## src/rtl/core/bcdrtc_pkg.sv

```systemverilog
// Package: shared commands, controller/datapath command and status types, mask table, month lengths, BCD split.
package bcdrtc_pkg;

  localparam int unsigned TicksPerSecond = 16;
  localparam int unsigned RegsPerBlock   = 13;
  localparam int unsigned NumRegs        = 4 * RegsPerBlock;
  localparam int unsigned RegIdxW        = $clog2(NumRegs);

  typedef enum logic [1:0] {
    CMD_LATCH = 2'd0,
    CMD_WRITE = 2'd1,
    CMD_READ  = 2'd2,
    CMD_TICK  = 2'd3
  } cmd_e;

  localparam logic [3:0] PortMode  = 4'd13;
  localparam logic [3:0] PortTest  = 4'd14;
  localparam logic [3:0] PortReset = 4'd15;

  // Controller to datapath
  typedef struct packed {
    logic latch;       // load address latch
    logic write;       // data write, first step (store nibble)
    logic reload;      // regs to counters
    logic tick;        // advance counters
    logic day_step;    // one month-length subtraction if due
    logic year_step;   // year carry and wrap
    logic publish;     // counters to regs
    logic read;        // capture read byte
  } dp_cmd_t;

  // Datapath to controller
  typedef struct packed {
    logic day_over;    // day count still past month end
    logic blk_low;     // current block is 0 or 1
  } dp_sts_t;

  function automatic logic [3:0] reg_mask(input logic [1:0] blk, input logic [3:0] port);
    logic [3:0] m;
    m = 4'hF;
    if (blk == 2'd0) begin
      case (port)
        4'd1, 4'd3, 4'd6: m = 4'h7;
        4'd5, 4'd8:       m = 4'h3;
        4'd10:            m = 4'h1;
        default:          m = 4'hF;
      endcase
    end else if (blk == 2'd1) begin
      case (port)
        4'd0, 4'd1, 4'd9, 4'd12: m = 4'h0;
        4'd3, 4'd6:              m = 4'h7;
        4'd5, 4'd8, 4'd11:       m = 4'h3;
        4'd10:                   m = 4'h1;
        default:                 m = 4'hF;
      endcase
    end
    return m;
  endfunction

  function automatic logic [4:0] days_of(input logic [3:0] month, input logic [1:0] leap);
    logic [4:0] d;
    case (month)
      4'd1:                    d = (leap == 2'd0) ? 5'd29 : 5'd28;
      4'd3, 4'd5, 4'd8, 4'd10: d = 5'd30;
      default:                 d = 5'd31;
    endcase
    return d;
  endfunction

  // Split a value below 100 into tens and units; tens by reciprocal multiply
  function automatic logic [7:0] to_bcd(input logic [6:0] v);
    logic [14:0] p;
    logic [3:0]  t;
    logic [6:0]  u;
    p = 15'(v) * 15'd205;
    t = p[14:11];
    u = v - 7'(t) * 7'd10;
    return {t, u[3:0]};
  endfunction

endpackage

```

## src/rtl/core/bcd_real_time_clock_registers_unit.sv

```systemverilog
// Top level: nibble-wide BCD real-time clock with alarm and RAM blocks.
// Steps: a latch loads the address latch; a read registers the byte into tdata; a write stores the nibble, then
// reloads the counters if block 0 or 1 is selected. Tick: advance, then month-end subtractions while due, year
// carry, publish. One word at a time; a word is taken only when the step sequencer is idle. A pending read
// result holds off input unless it is taken in the same cycle.
// Reset: async active low; clock starts at epoch, mode 8, block 2 register 0 = 0xA.
module bcd_real_time_clock_registers_unit #(
  parameter int unsigned TicksPerSecond = bcdrtc_pkg::TicksPerSecond
) (
  input  logic        clk_i,
  input  logic        rst_ni,
  input  logic        s_axis_tvalid_i,
  output logic        s_axis_tready_o,
  input  logic [15:0] s_axis_tdata_i,  // [1:0] command, [5:2] write_value, [10] chip_enabled
  output logic        m_axis_tvalid_o,
  input  logic        m_axis_tready_i,
  output logic [7:0]  m_axis_tdata_o   // [7:0] read_data
);

  bcdrtc_pkg::dp_cmd_t cmd;
  bcdrtc_pkg::dp_sts_t sts;

  bcdrtc_ctrl u_ctrl (
    .clk_i, .rst_ni,
    .in_valid_i (s_axis_tvalid_i),
    .in_ready_o (s_axis_tready_o),
    .in_cmd_i   (s_axis_tdata_i[1:0]),
    .out_valid_o(m_axis_tvalid_o),
    .out_ready_i(m_axis_tready_i),
    .cmd_o      (cmd),
    .sts_i      (sts)
  );

  bcdrtc_dp #(.TicksPerSecond(TicksPerSecond)) u_dp (
    .clk_i, .rst_ni,
    .cmd_i  (cmd),
    .val_i  (s_axis_tdata_i[5:2]),
    .en_i   (s_axis_tdata_i[10]),
    .sts_o  (sts),
    .rdata_o(m_axis_tdata_o)
  );

endmodule

```

## src/rtl/core/bcdrtc_dp.sv

```systemverilog
// Datapath: register file, counters, calendar arithmetic and read byte.
module bcdrtc_dp #(
  parameter int unsigned TicksPerSecond = bcdrtc_pkg::TicksPerSecond
) (
  input  logic                clk_i,
  input  logic                rst_ni,
  input  bcdrtc_pkg::dp_cmd_t cmd_i,
  input  logic [3:0]          val_i,
  input  logic                en_i,
  output bcdrtc_pkg::dp_sts_t sts_o,
  output logic [7:0]          rdata_o
);

  localparam int unsigned FracW = $clog2(TicksPerSecond + 1);
  localparam int unsigned R     = bcdrtc_pkg::RegsPerBlock;

  // Blocks 0 and 1 (time and alarm) and blocks 2 and 3 (RAM) held apart
  logic [3:0] rf_q [2 * R];
  logic [3:0] ram_q [2 * R];
  logic [3:0] addr_q, mode_q, test_q;
  logic [FracW-1:0] frac_q;
  logic [6:0] sec_q, min_q;
  logic [7:0] year_q;
  logic [5:0] hour_q, day_q;
  logic [3:0] wday_q;
  logic [4:0] mon_q;
  logic [1:0] leap_q;
  logic       day_due_q;
  logic [7:0] rdata_q;

  logic [1:0] blk;
  logic       h24;
  logic [4:0] mon_mod;
  logic [4:0] mdays;

  assign blk     = mode_q[1:0];
  assign h24     = rf_q[R + 10] != 4'd0;
  assign mon_mod = (mon_q >= 5'd24) ? mon_q - 5'd24 :
                   (mon_q >= 5'd12) ? mon_q - 5'd12 : mon_q;
  assign mdays   = bcdrtc_pkg::days_of(mon_mod[3:0], leap_q);
  // Month-end loop only runs after a day carry
  assign sts_o.day_over = day_due_q && ({1'b0, day_q} >= {2'b0, mdays});
  assign sts_o.blk_low  = !blk[1];
  assign rdata_o = rdata_q;

  function automatic logic [7:0] pair(input logic [3:0] lo, input logic [3:0] hi);
    return 8'({4'b0, lo} + 8'(hi) * 8'd10);
  endfunction

  // Tick arithmetic
  logic [FracW-1:0] frac_n;
  logic [6:0] sec_n, min_n, hour_n;
  logic c_sec, c_min, c_hour, c_day;
  always_comb begin
    frac_n = frac_q + FracW'(mode_q[3]);
    c_sec  = test_q[0] || (frac_n >= FracW'(TicksPerSecond));
    sec_n  = sec_q + 7'(c_sec);
    c_min  = test_q[1] || (sec_n >= 7'd60);
    min_n  = min_q + 7'(c_min);
    c_hour = min_n >= 7'd60;
    hour_n = {1'b0, hour_q} + 7'(c_hour);
    c_day  = test_q[2] || (hour_n >= 7'd24);
  end

  // Year carry: forced, or one per twelve months
  logic [1:0] c_year;
  logic [7:0] year_n;
  assign c_year = test_q[3] ? 2'd1 : (mon_q >= 5'd24) ? 2'd2 : (mon_q >= 5'd12) ? 2'd1 : 2'd0;
  assign year_n = year_q + 8'(c_year);

  // Reload terms
  logic [7:0] p_hr, p_day, p_mon;
  assign p_hr  = pair(rf_q[4], rf_q[5]);
  assign p_day = pair(rf_q[7], rf_q[8]);
  assign p_mon = pair(rf_q[9], rf_q[10]);

  logic [6:0] h12;
  logic [7:0] bs, bm, bh, bd, bmo, by;
  always_comb begin
    h12 = {1'b0, hour_q};
    if (!h24 && hour_q >= 6'd12) h12 = {1'b0, hour_q} + 7'd8;
    bs  = bcdrtc_pkg::to_bcd(sec_q);
    bm  = bcdrtc_pkg::to_bcd(min_q);
    bh  = bcdrtc_pkg::to_bcd(h12);
    bd  = bcdrtc_pkg::to_bcd({1'b0, day_q} + 7'd1);
    bmo = bcdrtc_pkg::to_bcd({2'b0, mon_q} + 7'd1);
    by  = bcdrtc_pkg::to_bcd(year_q[6:0]);
  end

  // Index within the selected pair of blocks
  logic [4:0] lidx;
  assign lidx = 5'(blk[0]) * 5'(R) + {1'b0, addr_q};

  // Control registers and counters
  always_ff @(posedge clk_i or negedge rst_ni) begin
    if (!rst_ni) begin
      addr_q <= '0; mode_q <= 4'h8; test_q <= '0; frac_q <= '0;
      sec_q <= '0; min_q <= '0; hour_q <= '0; wday_q <= 4'd5;
      day_q <= '0; mon_q <= '0; year_q <= 8'd8; leap_q <= '0;
      day_due_q <= 1'b0;
    end else begin
      if (cmd_i.latch && en_i) addr_q <= val_i;
      if (cmd_i.write && en_i) begin
        if (addr_q == bcdrtc_pkg::PortMode) mode_q <= val_i;
        if (addr_q == bcdrtc_pkg::PortTest) test_q <= val_i;
        if (addr_q == bcdrtc_pkg::PortReset && val_i[1]) frac_q <= '0;
      end
      if (cmd_i.reload) begin
        sec_q  <= 7'(pair(rf_q[0], rf_q[1]));
        min_q  <= 7'(pair(rf_q[2], rf_q[3]));
        hour_q <= (!h24 && p_hr >= 8'd20) ? 6'(p_hr - 8'd8) : p_hr[5:0];
        wday_q <= rf_q[6];
        day_q  <= (p_day != 8'd0) ? 6'(p_day - 8'd1) : 6'd0;
        mon_q  <= (p_mon != 8'd0) ? 5'(p_mon - 8'd1) : 5'd0;
        year_q <= pair(rf_q[11], rf_q[12]);
        leap_q <= rf_q[R + 11][1:0];
      end
      if (cmd_i.tick) begin
        frac_q <= (frac_n >= FracW'(TicksPerSecond)) ? frac_n - FracW'(TicksPerSecond) : frac_n;
        sec_q  <= (sec_n >= 7'd60) ? sec_n - 7'd60 : sec_n;
        min_q  <= (min_n >= 7'd60) ? min_n - 7'd60 : min_n;
        hour_q <= (hour_n >= 7'd24) ? 6'(hour_n - 7'd24) : hour_n[5:0];
        day_due_q <= c_day;
        if (c_day) begin
          day_q  <= day_q + 6'd1;
          wday_q <= ((wday_q + 4'd1) >= 4'd7) ? wday_q + 4'd1 - 4'd7 : wday_q + 4'd1;
        end else if (wday_q >= 4'd7) begin
          wday_q <= wday_q - 4'd7;
        end
      end
      if (cmd_i.day_step && sts_o.day_over) begin
        day_q <= day_q - {1'b0, mdays};
        mon_q <= mon_q + 5'd1;
      end
      if (cmd_i.year_step) begin
        year_q <= (year_n >= 8'd100) ? year_n - 8'd100 : year_n;
        leap_q <= leap_q + c_year;
        mon_q  <= mon_mod;
      end
    end
  end

  // Register file: reset image, writes and time publication
  always_ff @(posedge clk_i or negedge rst_ni) begin
    if (!rst_ni) begin
      for (int i = 0; i < 2 * R; i++) begin
        rf_q[i]  <= 4'd0;
        ram_q[i] <= 4'd0;
      end
      ram_q[0] <= 4'hA;
      rf_q[6]  <= 4'd5;
      rf_q[7]  <= 4'd1;
      rf_q[9]  <= 4'd1;
      rf_q[11] <= 4'd8;
    end else begin
      if (cmd_i.write && en_i) begin
        if (addr_q == bcdrtc_pkg::PortReset) begin
          if (val_i[0]) for (int i = 2; i < 9; i++) rf_q[R + i] <= 4'd0;
        end else if (addr_q < bcdrtc_pkg::PortMode) begin
          if (blk[1]) ram_q[lidx] <= val_i & bcdrtc_pkg::reg_mask(blk, addr_q);
          else        rf_q[lidx]  <= val_i & bcdrtc_pkg::reg_mask(blk, addr_q);
        end
      end
      if (cmd_i.publish) begin
        rf_q[0] <= bs[3:0];  rf_q[1] <= bs[7:4];
        rf_q[2] <= bm[3:0];  rf_q[3] <= bm[7:4];
        rf_q[4] <= bh[3:0];  rf_q[5] <= bh[7:4];
        rf_q[6] <= wday_q;
        rf_q[7] <= bd[3:0];  rf_q[8] <= bd[7:4];
        rf_q[9] <= bmo[3:0]; rf_q[10] <= bmo[7:4];
        rf_q[11] <= by[3:0]; rf_q[12] <= by[7:4];
        rf_q[R + 11] <= {2'b0, leap_q};
      end
    end
  end

  // Read byte
  always_ff @(posedge clk_i) begin
    if (cmd_i.read) begin
      if (!en_i)                               rdata_q <= 8'hFF;
      else if (addr_q == bcdrtc_pkg::PortMode) rdata_q <= {4'hF, mode_q};
      else if (addr_q > bcdrtc_pkg::PortMode)  rdata_q <= 8'hFF;
      else if (blk[1]) rdata_q <= {4'hF, ram_q[lidx] & bcdrtc_pkg::reg_mask(blk, addr_q)};
      else rdata_q <= {4'hF, rf_q[lidx] & bcdrtc_pkg::reg_mask(blk, addr_q)};
    end
  end

endmodule

```

## src/rtl/core/bcdrtc_ctrl.sv

```systemverilog
// Controller: sequences each word through the datapath and runs the handshake.
module bcdrtc_ctrl (
  input  logic                clk_i,
  input  logic                rst_ni,
  input  logic                in_valid_i,
  output logic                in_ready_o,
  input  logic [1:0]          in_cmd_i,
  output logic                out_valid_o,
  input  logic                out_ready_i,
  output bcdrtc_pkg::dp_cmd_t cmd_o,
  input  bcdrtc_pkg::dp_sts_t sts_i
);

  typedef enum logic [2:0] {
    S_IDLE, S_RELOAD, S_DAYS, S_YEAR, S_PUB
  } state_e;

  state_e state_q;
  logic   acc;
  logic   ovalid_q;

  // A pending result may leave in the same cycle a new word comes in
  assign in_ready_o  = (state_q == S_IDLE) && (!ovalid_q || out_ready_i);
  assign acc         = in_valid_i && in_ready_o;
  assign out_valid_o = ovalid_q;

  always_comb begin
    cmd_o = '0;
    if (acc) begin
      unique case (bcdrtc_pkg::cmd_e'(in_cmd_i))
        bcdrtc_pkg::CMD_LATCH: cmd_o.latch = 1'b1;
        bcdrtc_pkg::CMD_WRITE: cmd_o.write = 1'b1;
        bcdrtc_pkg::CMD_READ:  cmd_o.read  = 1'b1;
        bcdrtc_pkg::CMD_TICK:  cmd_o.tick  = 1'b1;
        default: ;
      endcase
    end
    unique case (state_q)
      S_RELOAD: cmd_o.reload    = sts_i.blk_low;
      S_DAYS:   cmd_o.day_step  = 1'b1;
      S_YEAR:   cmd_o.year_step = 1'b1;
      S_PUB:    cmd_o.publish   = 1'b1;
      default: ;
    endcase
  end

  // State and output valid
  always_ff @(posedge clk_i or negedge rst_ni) begin
    if (!rst_ni) begin
      state_q  <= S_IDLE;
      ovalid_q <= 1'b0;
    end else begin
      if (ovalid_q && out_ready_i) ovalid_q <= 1'b0;
      unique case (state_q)
        S_IDLE: if (acc) begin
          unique case (bcdrtc_pkg::cmd_e'(in_cmd_i))
            bcdrtc_pkg::CMD_WRITE: state_q <= S_RELOAD;
            bcdrtc_pkg::CMD_READ:  ovalid_q <= 1'b1;
            bcdrtc_pkg::CMD_TICK:  state_q <= S_DAYS;
            default: ;
          endcase
        end
        S_RELOAD: state_q <= S_IDLE;
        S_DAYS:   if (!sts_i.day_over) state_q <= S_YEAR;
        S_YEAR:   state_q <= S_PUB;
        S_PUB:    state_q <= S_IDLE;
        default:  state_q <= S_IDLE;
      endcase
    end
  end

endmodule

```

## config.mk

```make
export PLATFORM = sky130hd
export DESIGN_NAME = bcd_real_time_clock_registers_unit
export DESIGN_NICKNAME = d
export VERILOG_FILES = /design/src/rtl/core/bcdrtc_pkg.sv /design/src/rtl/core/bcd_real_time_clock_registers_unit.sv /design/src/rtl/core/bcdrtc_dp.sv /design/src/rtl/core/bcdrtc_ctrl.sv
export SDC_FILE = /design/constraint.sdc
export NUM_CORES = 1
export LEC_CHECK = 0
export BUFFER_PORTS_ARGS = -buffer_cell sky130_fd_sc_hd__buf_2
export CAP_MARGIN = 30
export CORE_ASPECT_RATIO = 0.7
export CORE_MARGIN = 1.5
export CORE_UTILIZATION = 54
export CTS_CLUSTER_DIAMETER = 120
export DETAILED_ROUTE_END_ITERATION = 12
export GPL_ROUTABILITY_DRIVEN = 0
export PLACE_DENSITY = 0.73
export SLEW_MARGIN = 10
export SYNTH_ARGS = -nofsm -noshare
export SYNTH_HDL_FRONTEND = slang
export SYNTH_HIERARCHICAL = 1
export SYNTH_SLANG_ARGS = --single-unit
export TNS_END_PERCENT = 10
```

## constraint.sdc

```tcl
create_clock -name clk_i -period 5.4 [get_ports clk_i]
set_input_delay 0.54 -clock clk_i [delete_from_list [all_inputs] [get_ports clk_i]]
set_output_delay 0.54 -clock clk_i [all_outputs]
set_load 0.02 [all_outputs]
```

==> reports/results.ini <==
[logic_synthesis]
synthFlopType=dfrtp_1
async_flop_share_pct=98.57
ys_seq_area_share_pct=31.05
synth_top_family_by_area=adder cells
yosysUniqueCellTypes=104
synthMuxAreaShare_pct=9.309
syn_inst=2311
synth_edf_count=4
avgSynthCellArea_sq_um=9.776
synthAdderAreaFrac_pct=21.47
ys_ff_latch=279
synth_compound_area_share_pct=14.76
synthSimpleGateAreaFrac_pct=13.39
synth_warnings=6
synth_area_sq_um=22590
synth-xor-area-share_pct=5.250

[floorplan]
die_h_um=174.1
core_region_area_sq_um=41110
pin_count=30
die_w_um=247.5
start_util_pct=54.95
die_area_sq_um=43090
fp-row-count=62

[worst_setup_path]
crit_path_start=u_dp/mode_q[3]
r2r_end=u_dp/wday_q[1]
r2r_slack_ns=-0.19
reg2regPathDepth=31
worstPathArrival_ns=6.00
crit_required_ns=5.82
cpPeakStageDelay_ns=0.55
r2r-start=u_dp/mode_q[3]
crit_fanout=8
critPathLaunchType=flop
cpMaxStageDelayCell=dfstp_2
worst_path_most_repeated_cell=ha_4
worstSetupPathType=reg -> reg
crit_path_end_kind=flop

[drt]
drcViolationCount=0
wl_per_cell_um=21.02
drt-initial-drc-count=1948
drtPass1Iterations=5
num_vias=18340
vias_per_cell=6.271
antenna_left=0
drt_wl_total_um=61490

[final_layout]
layout.nets=2727
area.growth.synth_to_final_pct=10.61
final_common_cell=nand2_1
final_cell_mix=nand2_1, ha_1, dfrtp_1
drive_gt1_share_pct=14.88
fillCellCount=3327

[worst_hold_path]
hold_path_class=in -> async

[global_route]
grt_pass1_wl_um=99350
grt_max_degree=116
grt-ovfl-total=0
grt_pass1_vias=18350
grt_usage_pct=28.91
grt_antenna_before_repair=3

[sta]
fin_crit_sh_pct=103.4
fin_skew_ns=0.04687
hold_viol_final=0
fin_tns_setup_ns=-0.9149
fmax_mhz=179.0
worst_pin_slew_ns=1.015
slew_headroom_pct=32.34
maxSlewViolCount=0
setup_viol=11
rsz0062_at_grt=true
fin_crit_ns=5.586
worst_slack_ns=-0.1856

[clocking]
path_clk_slew_ns=0.07
numCtsBuffers=27
cts_tree=built
h-tree-depth=1
root_buffer=clkbuf_16
cts_hold_repair.buffers=0
cts.sinks=279
clock_path_buffers=3
clk_latency_ns=0.58

[flow_run]
max_cap_violations=0

[status]
violations=setup timing
outcome=finished with violations

[place]
dp_hpwl_um=45460
io_buffers=16

-- stage by stage --
stage	cell area (sq um)	hold WS [ns]	worst slack [ns]	util, %	cells
global route	24990	0.1238	-0.3649	60.78	2925
floorplan	22740	0.2444	0.01206	-	2314
CTS	24750	0.09189	-0.03786	60.21	2910
finish	24990	0.06089	-0.1856	60.78	2925
global placement	23620	0.4562	-0.1132	57.45	2849
detailed placement	23640	0.4654	-0.3429	57.49	2850
-- synthesized netlist by cell type (all sizes together) (10+ instances only) --
master  number  area [sq um]
and3        10         62.56
mux2i       65         650.6
a211oi      29         222.7
inv        164         615.6
clkbuf      46         172.7
dfstp       11         289.0
nor2b       18         112.6
nand4       11         68.82
nand2      309          1170
nor2       105         431.7
xnor2       75         671.9
ha         282          3528
or2         11         71.32
o211ai      15         122.6
nand2b      19         118.9
a31oi       18         148.9
mux4        48          1081
mux2        33         371.6
or3         10         63.81
o311ai      12         105.1
nor3        50         339.1
buf         45         286.5
xor2        45         446.7
fa          66          1321
o21ai      243          1220
nand3       42         210.2
a21oi      100         511.8
a21o        22         165.2
dfrtp      264          6606
-- kinds of logic (layout without fill, tap and decap cells) --
| logic type | after synthesis | count (layout) |
|---|---|---|
| fa+ha+maj | 348 | 348 |
| other cells | 1 | 6 |
| simple gates | 629 | 629 |
| xor+xnor | 123 | 123 |
| buf+inv | 255 | 320 |
| flops | 279 | 279 |
| mux | 146 | 146 |
| compound gates | 530 | 530 |
-- flip-flops by register name, summed over array words and instances (netlist names) --
name and flops:
u_dp/ram_q 104, u_dp/day_due_q 1, u_ctrl/state_q 3, u_dp/leap_q 2, u_dp/rdata_o 4, u_dp/frac_q 5
u_ctrl/out_valid_o 1, u_dp/mode_q 4, u_dp/rf_q 104, u_dp/sec_q 7, u_dp/min_q 7, u_dp/wday_q 4
u_dp/day_q 6, u_dp/year_q 8, u_dp/hour_q 6, u_dp/mon_q 5, u_dp/addr_q 4, u_dp/test_q 4
-- repair_timing --
item,4_1_cts,5_1_grt
buffers inserted,11,10
pin swaps,14,17
gates resized for setup,12,24
setup endpoints to repair,15,18
-- metal layers --
metal | wire (um) | up-vias | global-route usage, %
met2 | 26670 | 833 | 42.75
li1 | - | 8307 | -
met3 | 6262 | 99 | 6.932
met5 | 16 | - | 0
met4 | 897 | 2 | 4.899
met1 | 27640 | 9101 | 43.44
-- worst max path at each step --
stage,end,cells past startpoint,slack (ns)
after floorplan,u_dp/wday_q[1],30,0.01
after global placement,u_dp/day_q[5],30,-0.11
after detailed placement,u_dp/wday_q[1],30,-0.34
after CTS,u_dp/day_q[5],28,-0.04
after global routing,u_dp/wday_q[1],31,-0.36
final,u_dp/wday_q[1],31,-0.19
-- worst max-delay path: cells and delay by family (launching register included) --
| family | cells | cell delay, ns |
|---|---|---|
| simple gates | 7 | 0.92 |
| xor+xnor | 4 | 0.66 |
| buf+inv | 2 | 0.23 |
| fa+ha+maj | 10 | 1.78 |
| compound gates | 7 | 1.08 |
| flops | 1 | 0.55 |
| mux | 1 | 0.24 |
-- final cells by class --
cell class                      instances  area, sq um  area share, %
Antenna cell                            2        5.005        0.02003
Clock buffer                           37        793.3          3.174
Clock inverter                         12        173.9         0.6960
Inverter                              164        615.6          2.463
Multi-Input combinational cell       1780        14880          59.55
Sequential cell                       279         7020          28.09
Tap cell                              544        680.7          2.724
Timing Repair Buffer                  107        818.3          3.275
Power is left out: the tool's default activity adds up to more than one toggle a clock period on the data nets, which glitch-free logic cannot reach.
